[config.mk]
export PLATFORM = sky130hd
export DESIGN_NAME = sequence_replay_filter
export DESIGN_NICKNAME = d
export VERILOG_FILES = /design/src/srf_pkg.sv /design/src/srf_cell.sv /design/src/sequence_replay_filter.sv
export VERILOG_INCLUDE_DIRS = /design/src /design/src/src
export SDC_FILE = /design/constraint.sdc
export NUM_CORES = 1
export LEC_CHECK = 0
export ABC_AREA = 1
export BUFFER_PORTS_ARGS = -buffer_cell sky130_fd_sc_hd__buf_2
export CAP_MARGIN = 10
export CORE_MARGIN = 8
export CORE_UTILIZATION = 50
export DETAILED_ROUTE_END_ITERATION = 10
export GPL_TIMING_DRIVEN = 1
export PLACE_DENSITY_LB_ADDON = 0.08
export SLEW_MARGIN = 20
export SYNTH_ARGS = -nofsm -noshare
export SYNTH_HDL_FRONTEND = slang
export SYNTH_SLANG_ARGS = --single-unit
[constraint.sdc]
create_clock -name clk_i -period 4.6 [get_ports clk_i]
set_input_delay 0.92 -clock clk_i [delete_from_list [all_inputs] [get_ports clk_i]]
set_output_delay 0.92 -clock clk_i [all_outputs]
set_load 0.005 [all_outputs]
[src/sequence_replay_filter_defines.svh]
// Assertion macros for the sequence replay filter.
// Depends on: a clk_i clock and an rst_ni active-low reset in the using module.
`ifndef SEQUENCE_REPLAY_FILTER_DEFINES_SVH
`define SEQUENCE_REPLAY_FILTER_DEFINES_SVH

// Checked only while out of reset.
`define SRF_ASSERT(lbl, prop, msg) \
  lbl: assert property (@(posedge clk_i) disable iff (!rst_ni) (prop)) else $error(msg);

// Checked at every edge, reset included.
`define SRF_ASSERT_ALWAYS(lbl, prop, msg) \
  lbl: assert property (@(posedge clk_i) (prop)) else $error(msg);

`endif

[src/srf_pkg.sv]
// Shared types and constants of the sequence replay filter.
// No dependencies.
package srf_pkg;

  localparam int unsigned SEQ_W     = 16;
  localparam int unsigned GAP_W     = 15;
  localparam int unsigned VERDICT_W = 3;

  localparam logic [GAP_W-1:0] GAP_RESET = GAP_W'(1024);

  typedef enum logic [VERDICT_W-1:0] {
    VERDICT_FIRST    = 3'd0,
    VERDICT_ADVANCED = 3'd1,
    VERDICT_RESYNC   = 3'd2,
    VERDICT_REPLAY   = 3'd3,
    VERDICT_FULL     = 3'd4
  } verdict_e;

  typedef enum logic [1:0] {
    S_IDLE   = 2'b01,
    S_DECIDE = 2'b10
  } state_e;

  // What one cell reports to the top level during the decide cycle.
  typedef struct packed {
    logic     match;
    logic     sel;
    logic     fresh;
    verdict_e verdict;
  } cell_res_t;

endpackage

[src/srf_cell.sv]
// One table entry of the replay filter: address, primed bit and high-water mark.
// Depends on: srf_pkg.
module srf_cell #(
  parameter int unsigned ADDR_BITS = 8
) (
  input  logic                        clk_i,
  input  logic                        rst_ni,
  input  logic                        look_i,
  input  logic                        commit_i,
  input  logic [ADDR_BITS-1:0]        look_addr_i,
  input  logic [ADDR_BITS-1:0]        req_addr_i,
  input  logic [srf_pkg::SEQ_W-1:0]   req_seq_i,
  input  logic [srf_pkg::GAP_W-1:0]   restart_gap_i,
  input  logic                        prev_used_i,
  input  logic                        hit_any_i,
  output logic                        used_o,
  output srf_pkg::cell_res_t          res_o
);

  logic                      used_q, primed_q, match_q, claim_q;
  logic [ADDR_BITS-1:0]      addr_q;
  logic [srf_pkg::SEQ_W-1:0] high_q;
  logic                      sel;
  logic [srf_pkg::SEQ_W-1:0] diff;
  logic                      adv, resync, first;
  logic [srf_pkg::SEQ_W:0]   diff_ext, neg_gap;
  srf_pkg::verdict_e         verdict;
  logic                      fresh;

  // Claim only when no other cell already holds this source.
  assign sel      = match_q | (claim_q & ~hit_any_i);
  assign first    = ~used_q | ~primed_q;
  assign diff     = req_seq_i - high_q;
  assign diff_ext = {diff[srf_pkg::SEQ_W-1], diff};
  assign neg_gap  = (srf_pkg::SEQ_W+1)'(0) - {2'b00, restart_gap_i};
  assign adv      = ~diff[srf_pkg::SEQ_W-1] & (diff != '0);
  assign resync   = $signed(diff_ext) < $signed(neg_gap);

  always_comb begin
    if (first) begin
      verdict = srf_pkg::VERDICT_FIRST;
      fresh   = 1'b1;
    end else if (adv) begin
      verdict = srf_pkg::VERDICT_ADVANCED;
      fresh   = 1'b1;
    end else if (resync) begin
      verdict = srf_pkg::VERDICT_RESYNC;
      fresh   = 1'b1;
    end else begin
      verdict = srf_pkg::VERDICT_REPLAY;
      fresh   = 1'b0;
    end
  end

  always_ff @(posedge clk_i or negedge rst_ni) begin
    if (!rst_ni) begin
      used_q   <= 1'b0;
      primed_q <= 1'b0;
      match_q  <= 1'b0;
      claim_q  <= 1'b0;
    end else begin
      if (look_i) begin
        match_q <= used_q & (addr_q == look_addr_i);
        claim_q <= ~used_q & prev_used_i;
      end
      if (commit_i && sel) begin
        used_q   <= 1'b1;
        primed_q <= 1'b1;
      end
    end
  end

  always_ff @(posedge clk_i) begin
    if (commit_i && sel) begin
      addr_q <= req_addr_i;
      if (fresh) begin
        high_q <= req_seq_i;
      end
    end
  end

  assign used_o = used_q;

  always_comb begin
    res_o         = '0;
    res_o.match   = match_q;
    res_o.sel     = sel;
    if (sel) begin
      res_o.fresh   = fresh;
      res_o.verdict = verdict;
    end else begin
      res_o.verdict = srf_pkg::VERDICT_FIRST;
    end
  end

endmodule

[src/sequence_replay_filter.sv]
// Top level of the per-source sequence replay filter.
// Depends on: srf_pkg, srf_cell, sequence_replay_filter_defines.svh.
//
//  channel  | handshake               | payload
//  ---------+-------------------------+-----------------------------
//  in       | in_valid_i / in_ready_o | source_addr_i, seq_num_i
//  out      | out_valid_o/out_ready_i | fresh_o, verdict_o
//  config   | cfg_we_i (no wait)      | cfg_wdata_i (restart gap)
//
// Per item, the accept edge registers the address match and the free-slot claim
// in every cell; the commit in S_DECIDE then updates the selected cell and loads
// the output register.
// Reset empties the table and sets the restart gap to 1024; no clearing pass.
// The decide cycle holds while the output register still waits on out_ready_i.
`include "sequence_replay_filter_defines.svh"

module sequence_replay_filter #(
  parameter int unsigned MAX_SOURCES = 8,
  parameter int unsigned ADDR_BITS   = 8
) (
  input  logic                            clk_i,
  input  logic                            rst_ni,
  input  logic                            in_valid_i,
  output logic                            in_ready_o,
  input  logic [ADDR_BITS-1:0]            source_addr_i,
  input  logic [srf_pkg::SEQ_W-1:0]       seq_num_i,
  output logic                            out_valid_o,
  input  logic                            out_ready_i,
  output logic                            fresh_o,
  output logic [srf_pkg::VERDICT_W-1:0]   verdict_o,
  input  logic                            cfg_we_i,
  input  logic [srf_pkg::GAP_W-1:0]       cfg_wdata_i
);

  srf_pkg::state_e                 state_q, state_d;
  logic [srf_pkg::GAP_W-1:0]       gap_q;
  logic [ADDR_BITS-1:0]            req_addr_q;
  logic [srf_pkg::SEQ_W-1:0]       req_seq_q;
  logic                            out_valid_q;
  logic                            fresh_q;
  logic [srf_pkg::VERDICT_W-1:0]   verdict_q;

  logic                            in_fire, commit;
  logic [MAX_SOURCES-1:0]          used_vec, match_vec, sel_vec, used_inc;
  srf_pkg::cell_res_t              res [MAX_SOURCES];
  logic                            hit_any, sel_any, or_fresh;
  logic [srf_pkg::VERDICT_W-1:0]   or_verdict;

  assign in_ready_o = (state_q == srf_pkg::S_IDLE);
  assign in_fire    = in_valid_i & in_ready_o;
  // Commit once the output register is free or is being emptied this cycle.
  assign commit     = (state_q == srf_pkg::S_DECIDE) & (~out_valid_q | out_ready_i);

  // Row of entry cells; entries fill from cell 0 upward, so the first free
  // cell is the one whose left neighbor is used and which is not.
  for (genvar g = 0; g < MAX_SOURCES; g++) begin : g_cell
    logic prev_used;
    if (g == 0) begin : g_head
      assign prev_used = 1'b1;
    end else begin : g_link
      assign prev_used = used_vec[g-1];
    end

    srf_cell #(
      .ADDR_BITS(ADDR_BITS)
    ) u_cell (
      .clk_i        (clk_i),
      .rst_ni       (rst_ni),
      .look_i       (in_fire),
      .commit_i     (commit),
      .look_addr_i  (source_addr_i),
      .req_addr_i   (req_addr_q),
      .req_seq_i    (req_seq_q),
      .restart_gap_i(gap_q),
      .prev_used_i  (prev_used),
      .hit_any_i    (hit_any),
      .used_o       (used_vec[g]),
      .res_o        (res[g])
    );

    assign match_vec[g] = res[g].match;
    assign sel_vec[g]   = res[g].sel;
  end

  // Merge the cell reports: at most one cell is selected, the rest report zero.
  always_comb begin
    or_fresh   = 1'b0;
    or_verdict = '0;
    for (int i = 0; i < MAX_SOURCES; i++) begin
      or_fresh   = or_fresh | res[i].fresh;
      or_verdict = or_verdict | res[i].verdict;
    end
  end

  assign hit_any  = |match_vec;
  assign sel_any  = |sel_vec;
  assign used_inc = used_vec + MAX_SOURCES'(1);

  always_comb begin
    state_d = state_q;
    unique case (state_q)
      srf_pkg::S_IDLE: begin
        if (in_fire) begin
          state_d = srf_pkg::S_DECIDE;
        end
      end
      srf_pkg::S_DECIDE: begin
        if (commit) begin
          state_d = srf_pkg::S_IDLE;
        end
      end
      default: state_d = srf_pkg::S_IDLE;
    endcase
  end

  always_ff @(posedge clk_i or negedge rst_ni) begin
    if (!rst_ni) begin
      state_q     <= srf_pkg::S_IDLE;
      gap_q       <= srf_pkg::GAP_RESET;
      out_valid_q <= 1'b0;
    end else begin
      state_q <= state_d;
      if (cfg_we_i) begin
        gap_q <= cfg_wdata_i;
      end
      if (commit) begin
        out_valid_q <= 1'b1;
      end else if (out_ready_i) begin
        out_valid_q <= 1'b0;
      end
    end
  end

  // Hold the transaction payload; a full table accepts without any change.
  always_ff @(posedge clk_i) begin
    if (in_fire) begin
      req_addr_q <= source_addr_i;
      req_seq_q  <= seq_num_i;
    end
    if (commit) begin
      fresh_q   <= sel_any ? or_fresh : 1'b1;
      verdict_q <= sel_any ? or_verdict : srf_pkg::VERDICT_FULL;
    end
  end

  assign out_valid_o = out_valid_q;
  assign fresh_o     = fresh_q;
  assign verdict_o   = verdict_q;

  `SRF_ASSERT(a_sel_onehot, $onehot0(sel_vec), "more than one entry selected")
  `SRF_ASSERT(a_match_onehot, $onehot0(match_vec), "source held in two entries")
  `SRF_ASSERT(a_used_prefix, (used_vec & used_inc) == '0, "used entries not contiguous")
  `SRF_ASSERT(a_full_only_when_full, out_valid_q && (verdict_q == srf_pkg::VERDICT_FULL) |-> (&used_vec), "table full verdict with a free entry")
  `SRF_ASSERT(a_result_after_decide, $rose(out_valid_q) |-> $past(state_q == srf_pkg::S_DECIDE), "result without a decide cycle")
  `SRF_ASSERT_ALWAYS(a_reject_is_replay, out_valid_q && !fresh_q |-> verdict_q == srf_pkg::VERDICT_REPLAY, "rejected frame without replay verdict")

endmodule

# Word level (Yosys, flattened, before mapping)
# Index checks and enable logic that the tools add are counted.
dict set report classes {
  add_sub_neg 9
  multipliers 0
  n_div 0
  order_cmp 8
  eq_ne 12
  shifts 0
  mux 69
  n_bitwise 74
  n_reduce_logical 28
}
# operator count
set op_table {}
lappend op_table {{< comparator 16 bit} 8}
lappend op_table {{nonzero test 16 bit} 8}
lappend op_table {{subtractor 16 bit} 8}
lappend op_table {{two-way mux 3 bit} 24}
lappend op_table {{== test 8 bit} 8}
lappend op_table {{two-way mux 1 bit} 42}
lappend op_table {{AND 1 bit} 33}
lappend op_table {{bitwise OR 3 bit} 7}
lappend op_table {{inverter 1 bit} 18}
lappend op_table {{AND reduction 2 bit} 9}
lappend op_table {{bitwise OR 1 bit} 16}
lappend op_table {{OR reduction 8 bit} 2}
lappend op_table {{subtractor 1 x 15 -> 16 bit (first input constant)} 1}
lappend op_table {{logical AND 1 bit} 8}
lappend op_table {{two-way mux 2 bit} 2}
lappend op_table {{inequality test 2 x 1 -> 1 bit (second input constant)} 2}
lappend op_table {{one-hot mux 2 bit (2 select lines)} 1}
lappend op_table {{== test 2 x 1 -> 1 bit (second input constant)} 1}
lappend op_table {{== test 2 bit (second input constant)} 1}
lappend op_table {{nonzero test 2 bit} 1}
dict set report totals {
  register_bits 262
  latch_bits 0
  ram_bits 0
  mem_bits_ro 0
  inputBits 44
  out_inout_bits 6
  word_cells 247
  mem_count 0
}

# Logic depth before layout (Yosys ltp)
dict set report logic_depth {
  ltp_word 13
  mapped_depth 29
  depth_no_buf 28
}

# By module
# Synthesis repeated with hierarchy kept, for this count alone.
dict set report hier_totals {
  hier_cells 3328
  area_unflattened_um2 24519.8
}
# mod instances cells_each area_each_um2 seq_area_each_um2
set by_module_without_submodules {}
lappend by_module_without_submodules {{srf_cell (g_cell[0].u_cell ...)} 5 400 2870.3 795.8}
lappend by_module_without_submodules {{srf_cell (g_cell[2].u_cell)} 1 406 2847.7 795.8}
lappend by_module_without_submodules {{srf_cell (g_cell[1].u_cell)} 1 400 2776.4 795.8}
lappend by_module_without_submodules {{srf_cell (g_cell[7].u_cell)} 1 397 2776.4 795.8}
lappend by_module_without_submodules {sequence_replay_filter 1 125 1767.9 1293.7}

# Worst setup path before layout
# OpenSTA, ideal clock, no wires.
dict set report synth_timing {
  path_type {register -> register}
  start {register gap_q[0] in the netlist's numbering}
  end {register g_cell[1].u_cell.high_q[0] in the netlist's numbering (enable)}
  setup_ps 388
  arrival_time_ps 3852
  required_time_ps 4212
  path_slack_ps 359
  path_stages_with_launch 23
  n_path_buf 1
  period_less_slack_ps 4241
  path_cell_list {dfrtp_1 buf_2 inv_1 ha_1 nand2_1 nor4_1 nand2_1 nor2_1 nand3_1 nor2_1 nand2_1 nor3_1 xor2_1 ha_1 nand4_1 nor2_1 nor3_1 nand3_1 nand2_1 nor2_1 nand2_1 nand2_1 nor2_1}
}
dict set report synth_via {
  elab_chain_cells 6
}
# item line
set synth_lines {}
lappend synth_lines {{start: declaration} sequence_replay_filter.sv:36} ;# logic [srf_pkg::GAP_W-1:0] gap_q;
lappend synth_lines {{start signal: assignment} sequence_replay_filter.sv:119} ;# gap_q <= srf_pkg::GAP_RESET;
lappend synth_lines {{start signal: assignment} sequence_replay_filter.sv:124} ;# gap_q <= cfg_wdata_i;
lappend synth_lines {{subtractor 1 x 15 -> 16 bit} srf_cell.sv:35} ;# assign neg_gap = (srf_pkg::SEQ_W+1)'(0) - {2'b00, restart_gap_i};
lappend synth_lines {{< comparator 16 bit} srf_cell.sv:37} ;# assign resync = $signed(diff_ext) < $signed(neg_gap);
lappend synth_lines {{two-way mux 1 bit} srf_cell.sv:46} ;# end else if (resync) begin
lappend synth_lines {{two-way mux 1 bit} srf_cell.sv:43} ;# end else if (adv) begin
lappend synth_lines {{two-way mux 1 bit} srf_cell.sv:40} ;# if (first) begin
lappend synth_lines {{AND reduction 2 bit (no line)} n/a}
lappend synth_lines {{end signal: assignment} srf_cell.sv:77} ;# high_q <= req_seq_i;
lappend synth_lines {{end: declaration} srf_cell.sv:22} ;# logic [srf_pkg::SEQ_W-1:0] high_q;
# Every way passes these cells.
# A chain may end at the register's enable or synchronous reset.

# Final worst setup path
dict set report layout_timing {
  start {register req_seq_q[5] in the netlist's numbering}
  end {register g_cell[2].u_cell.high_q[13] in the netlist's numbering (enable)}
}
dict set report layout_via {
  elab_chain_cells 6
  elab_cells_between_ends 9
  cone_classes {1 x add/sub; 1 x order compare; 3 x mux; 2 x bitwise; 2 x reduce/logical}
}
# item line
set layout_lines {}
lappend layout_lines {{start: declaration} sequence_replay_filter.sv:38} ;# logic [srf_pkg::SEQ_W-1:0] req_seq_q;
lappend layout_lines {{start signal: assignment} sequence_replay_filter.sv:138} ;# req_seq_q <= seq_num_i;
lappend layout_lines {{subtractor 16 bit *} srf_cell.sv:33} ;# assign diff = req_seq_i - high_q;
lappend layout_lines {{< comparator 16 bit (tied with other cells)} srf_cell.sv:37}
lappend layout_lines {{two-way mux 1 bit or AND 1 bit (tied branches)} {srf_cell.sv:46, srf_cell.sv:36}}
lappend layout_lines {{two-way mux 1 bit *} srf_cell.sv:43}
lappend layout_lines {{two-way mux 1 bit *} srf_cell.sv:40}
lappend layout_lines {{AND reduction 2 bit (no line) *} n/a}
lappend layout_lines {{end signal: assignment} srf_cell.sv:77}
lappend layout_lines {{end: declaration} srf_cell.sv:22}
# Every way passes the cells marked *; elsewhere a longest branch is shown, timed or not.

==> impl_results.md <==
- M1 WL: 27,400 um
- Pre-CTS setup slack: 0.230 ns
- Via density: 5.31
- Mapped cell area: 20,500 um^2
- Post-synth EDFFs: 220
- Leakage Power: 11.8 nW
- PD cells: 317 nW/um^2
- Area fraction of the dominant cell type after synthesis: 32.2%
- Detailed Routing Iterations Pass 1: 6
- Initial antenna violation count: 1
- Worst Path Required: 4.82 ns
- # placed instances: 3,277
- Fin nets: 3,080
- Clock skew: 0.0279 ns
- Vias: 17,773
- Reg power frac: 37.4%
- Die Y: 219 um
- Worst slew pin tran: 1.05 ns
- Register Area: 7660 um^2
- Top post-synthesis cells by count: 729 x nand2_1, 497 x inv_1, 241 x ha_1
- CTS H-tree lvls: 2
- Sw power: 0.00242 W
- Area of the multi-input gates: 10,900 um^2
- Worst Path Max Fanout: 16
- Non-filler cells, final: 3,345
- MaxCap Viol Count: 0
- Mux share of post-synthesis cell area: 0.0549%
- Hold Violations, Final: 0
- Cell count after synthesis: 2,660
- Final min period: 4.24 ns
- Core ar.: 40,600 um^2
- R2R cell count: 20
- Main synth FF type: edfxtp_1
- Worst min path class: in -> async
- Slew Viols, Final: 0
- Ant. Diodes: 0
- Synth Area in Compound Gates: 8.13%
- Fillers: 3,857
- Detailed Route WL: 59,000 um
- Fraction of layout cells with a size suffix above 1: 7.25%
- Crit path from: req_seq_q[5]
- Final period util: 92.1%
- Final setup TNS: 0 ns
- Main combinational cell family by area after synthesis: simple AND/OR/NAND/NOR gates
- Sw Share: 33.3%
- Crit Path Category: reg -> reg
- Clock Tree Root: clkbuf_16
- Reg-to-Reg Start: req_seq_q[5]
- Met2 WL post-DR: 26,500 um
- Synth unique cells: 49
- Total die area: 47,800 um^2
- Global-route usage over all layers: 25.0%
- Worst skew pair latency: 0.56 ns
- Startpoint class of the critical path: register
- Sequential area share after synthesis: 37.3%
- FMAX: 0.236 GHz
- Unrepaired setup endpoints after global routing: false
- Vias in the first global route: 17,327
- XOR/XNOR Fraction of Synth Area: 4.31%
- IO buf count: 49
- Clock tree sinks: 262
- Top layer in use: met4
- Simple-Gate Fraction of Synth Area: 24.9%
- Synth area leaders: edfxtp_1 32%, ha_1 15%, nand2_1 13%, inv_1 9.1%, dfrtp_1 4.9%
- Comb pwr share: 26.6%
- DP HPWL: 44,500 um
- Clk pin slew, worst setup/hold paths: 0.06 ns
- # IOs: 50
- FP Rows: 74
- Maximum ir drop on the vdd rail: 326 uV
- CP Capture Type: register
- Setup violations, final: 0
- Gpl congestion: 0.908
- Starting Density: 50.5%
- Die X: 219 um
- Total congestion overflow: 0
- Post-layout util: 56.6%
- Synth warn: 0
- Post-synthesis adder-cell area fraction: 15.5%
- Async SR Flop Fraction: 16.0%
- Worst endpoint data arrival time: 4.46 ns
- Worst rel slew slack: 28.0%
- Flops & latches, synth: 262
- Avg Cell Area, Syn: 7.71 um^2
- Most common cell in the synthesized netlist: nand2_1
- Fin worst setup slack: 0.363 ns
- DR WL/cell: 17.6 um
- Internal power: 0.00485 W
- Hold bufs inserted after CTS: 0
- Met3 wire len: 3110 um
- Layout area overhead: 12.0%
- TritonCTS clock tree: yes
- First-pass GRT wire length: 93,600 um
- Syn Nets: 2,953
- Initial DRC count: 1,299
- Outcome: finished, final reports clean
- Largest net degree at the start of global routing: 43
- Clock buffer depth: 3
- Post-synth top area cell: edfxtp_1
- Clk pwr share: 36.0%
- DRT antenna net count: 0
- Detailed-route DRC error count: 0
- CTS Buf Count: 34
## worst max-delay path, cell delays in order, from the launching register on
cell and delay (ns):
edfxtp_1 0.87, ha_1 0.42, nand2_1 0.16, inv_2 0.04, nand2_1 0.06, nand2_1 0.08
nand2_1 0.08, nand3_1 0.10, a21oi_1 0.28, xor2_1 0.21, inv_1 0.06, ha_1 0.36
nand2_1 0.08, or2_2 0.31, and3b_1 0.20, nand3_1 0.08, nand2_1 0.06, nand3_1 0.09
nand2_1 0.06, inv_1 0.05, buf_4 0.26
## placed cells by master (no fill, tap or decap), types with 7 or more instances in the layout
| cell type | netlist | routed |
|---|---|---|
| xnor2_1 | 22 | 22 |
| buf_12 | 0 | 7 |
| dfrtp_1 | 40 | 40 |
| nand2_1 | 729 | 729 |
| buf_4 | 0 | 55 |
| clkbuf_16 | 0 | 34 |
| fa_1 | 8 | 8 |
| inv_2 | 15 | 15 |
| inv_1 | 497 | 497 |
| edfxtp_1 | 220 | 220 |
| buf_2 | 5 | 48 |
| nor4_1 | 10 | 9 |
| nor2_1 | 187 | 187 |
| nand2_2 | 7 | 7 |
| clkinv_2 | 0 | 9 |
| o21ai_0 | 85 | 85 |
| ha_1 | 241 | 241 |
| nand3b_1 | 27 | 27 |
| nand3_1 | 155 | 155 |
| nor3_1 | 27 | 27 |
| or2_2 | 7 | 7 |
| xor2_1 | 79 | 79 |
| nand4_1 | 48 | 48 |
| clkbuf_1 | 13 | 9 |
| o31ai_1 | 10 | 10 |
| a21oi_1 | 159 | 159 |
## state kept, by name, summed over array words and instances (netlist names)
signal / flops
g_cell.u_cell.high_q: 128
g_cell.u_cell.addr_q: 64
req_seq_q: 16
gap_q: 15
g_cell.u_cell.claim_q: 8
g_cell.u_cell.match_q: 8
req_addr_q: 8
g_cell.u_cell.used_o: 6
verdict_o: 3
g_cell.u_cell.primed_q: 2
state_q: 2
fresh_o: 1
out_valid_o: 1
## per-layer routing
layer,vias to the layer above,global-route usage (%)
met1,8255,33.9
li1,8957,-
met3,110,3.39
met5,-,0
met4,0,8.67
met2,451,40.6
## worst paths after layout
check / end / slack (ns)
min in group clk_i: g_cell[7].u_cell.claim_q / 0.49
max in group asynchronous: gap_q[6] / 3.81
worst min-delay path: g_cell[6].u_cell.used_o / 0.36
worst min register to register: g_cell[7].u_cell.claim_q / 0.49
worst max register to register: g_cell[2].u_cell.high_q[13] / 0.36
worst max-delay path: g_cell[2].u_cell.high_q[13] / 0.36
## power groups by stage
stage / clock network [W] / logic, W / registers (W)
after floorplan: 0 / 0.00130 / 0.00276
after global placement: 0 / 0.00185 / 0.00278
after detailed placement: 0 / 0.00190 / 0.00278
after CTS: 0.00266 / 0.00191 / 0.00273
after global routing: 0.00275 / 0.00221 / 0.00273
final: 0.00262 / 0.00193 / 0.00272
## per-stage QoR
| step | instance area, um^2 | hold slack, ns | total power (W) |
|---|---|---|---|
| floorplan | 20500 | 0.451 | 0.00406 |
| global placement | 21800 | 0.464 | 0.00463 |
| detailed placement | 21800 | 0.473 | 0.00468 |
| CTS | 22900 | 0.488 | 0.00731 |
| global route | 23000 | 0.394 | 0.00769 |
| finish | 23000 | 0.357 | 0.00728 |
## timing repair
action / 4_1_cts / 5_1_grt
endpoints found under the hold margin: 0 / 0
resized for setup: 0 / 1
buffers inserted: 0 / 6
setup endpoints to repair: 0 / 43
## area by class of cell
class / instances / share of cell area [%]
clock buffer: 44 / 3.91
clock inverter: 18 / 0.778
inverter: 513 / 8.38
multi-input combinational: 1866 / 47.3
sequential: 262 / 33.3
tap: 532 / 2.90
timing repair buffer: 110 / 3.45
## kinds of logic (layout without fill, tap and decap cells)
family,after synthesis,count (layout)
muxes,1,1
buffers and inverters,532,685
AOI/OAI and AO/OA,304,304
adders and majority gates,249,249
and+or+nand+nor,1211,1211
xor gates and xnor gates,101,101
DFF,262,262
No activity file was read; power rests on OpenSTA's default activity.
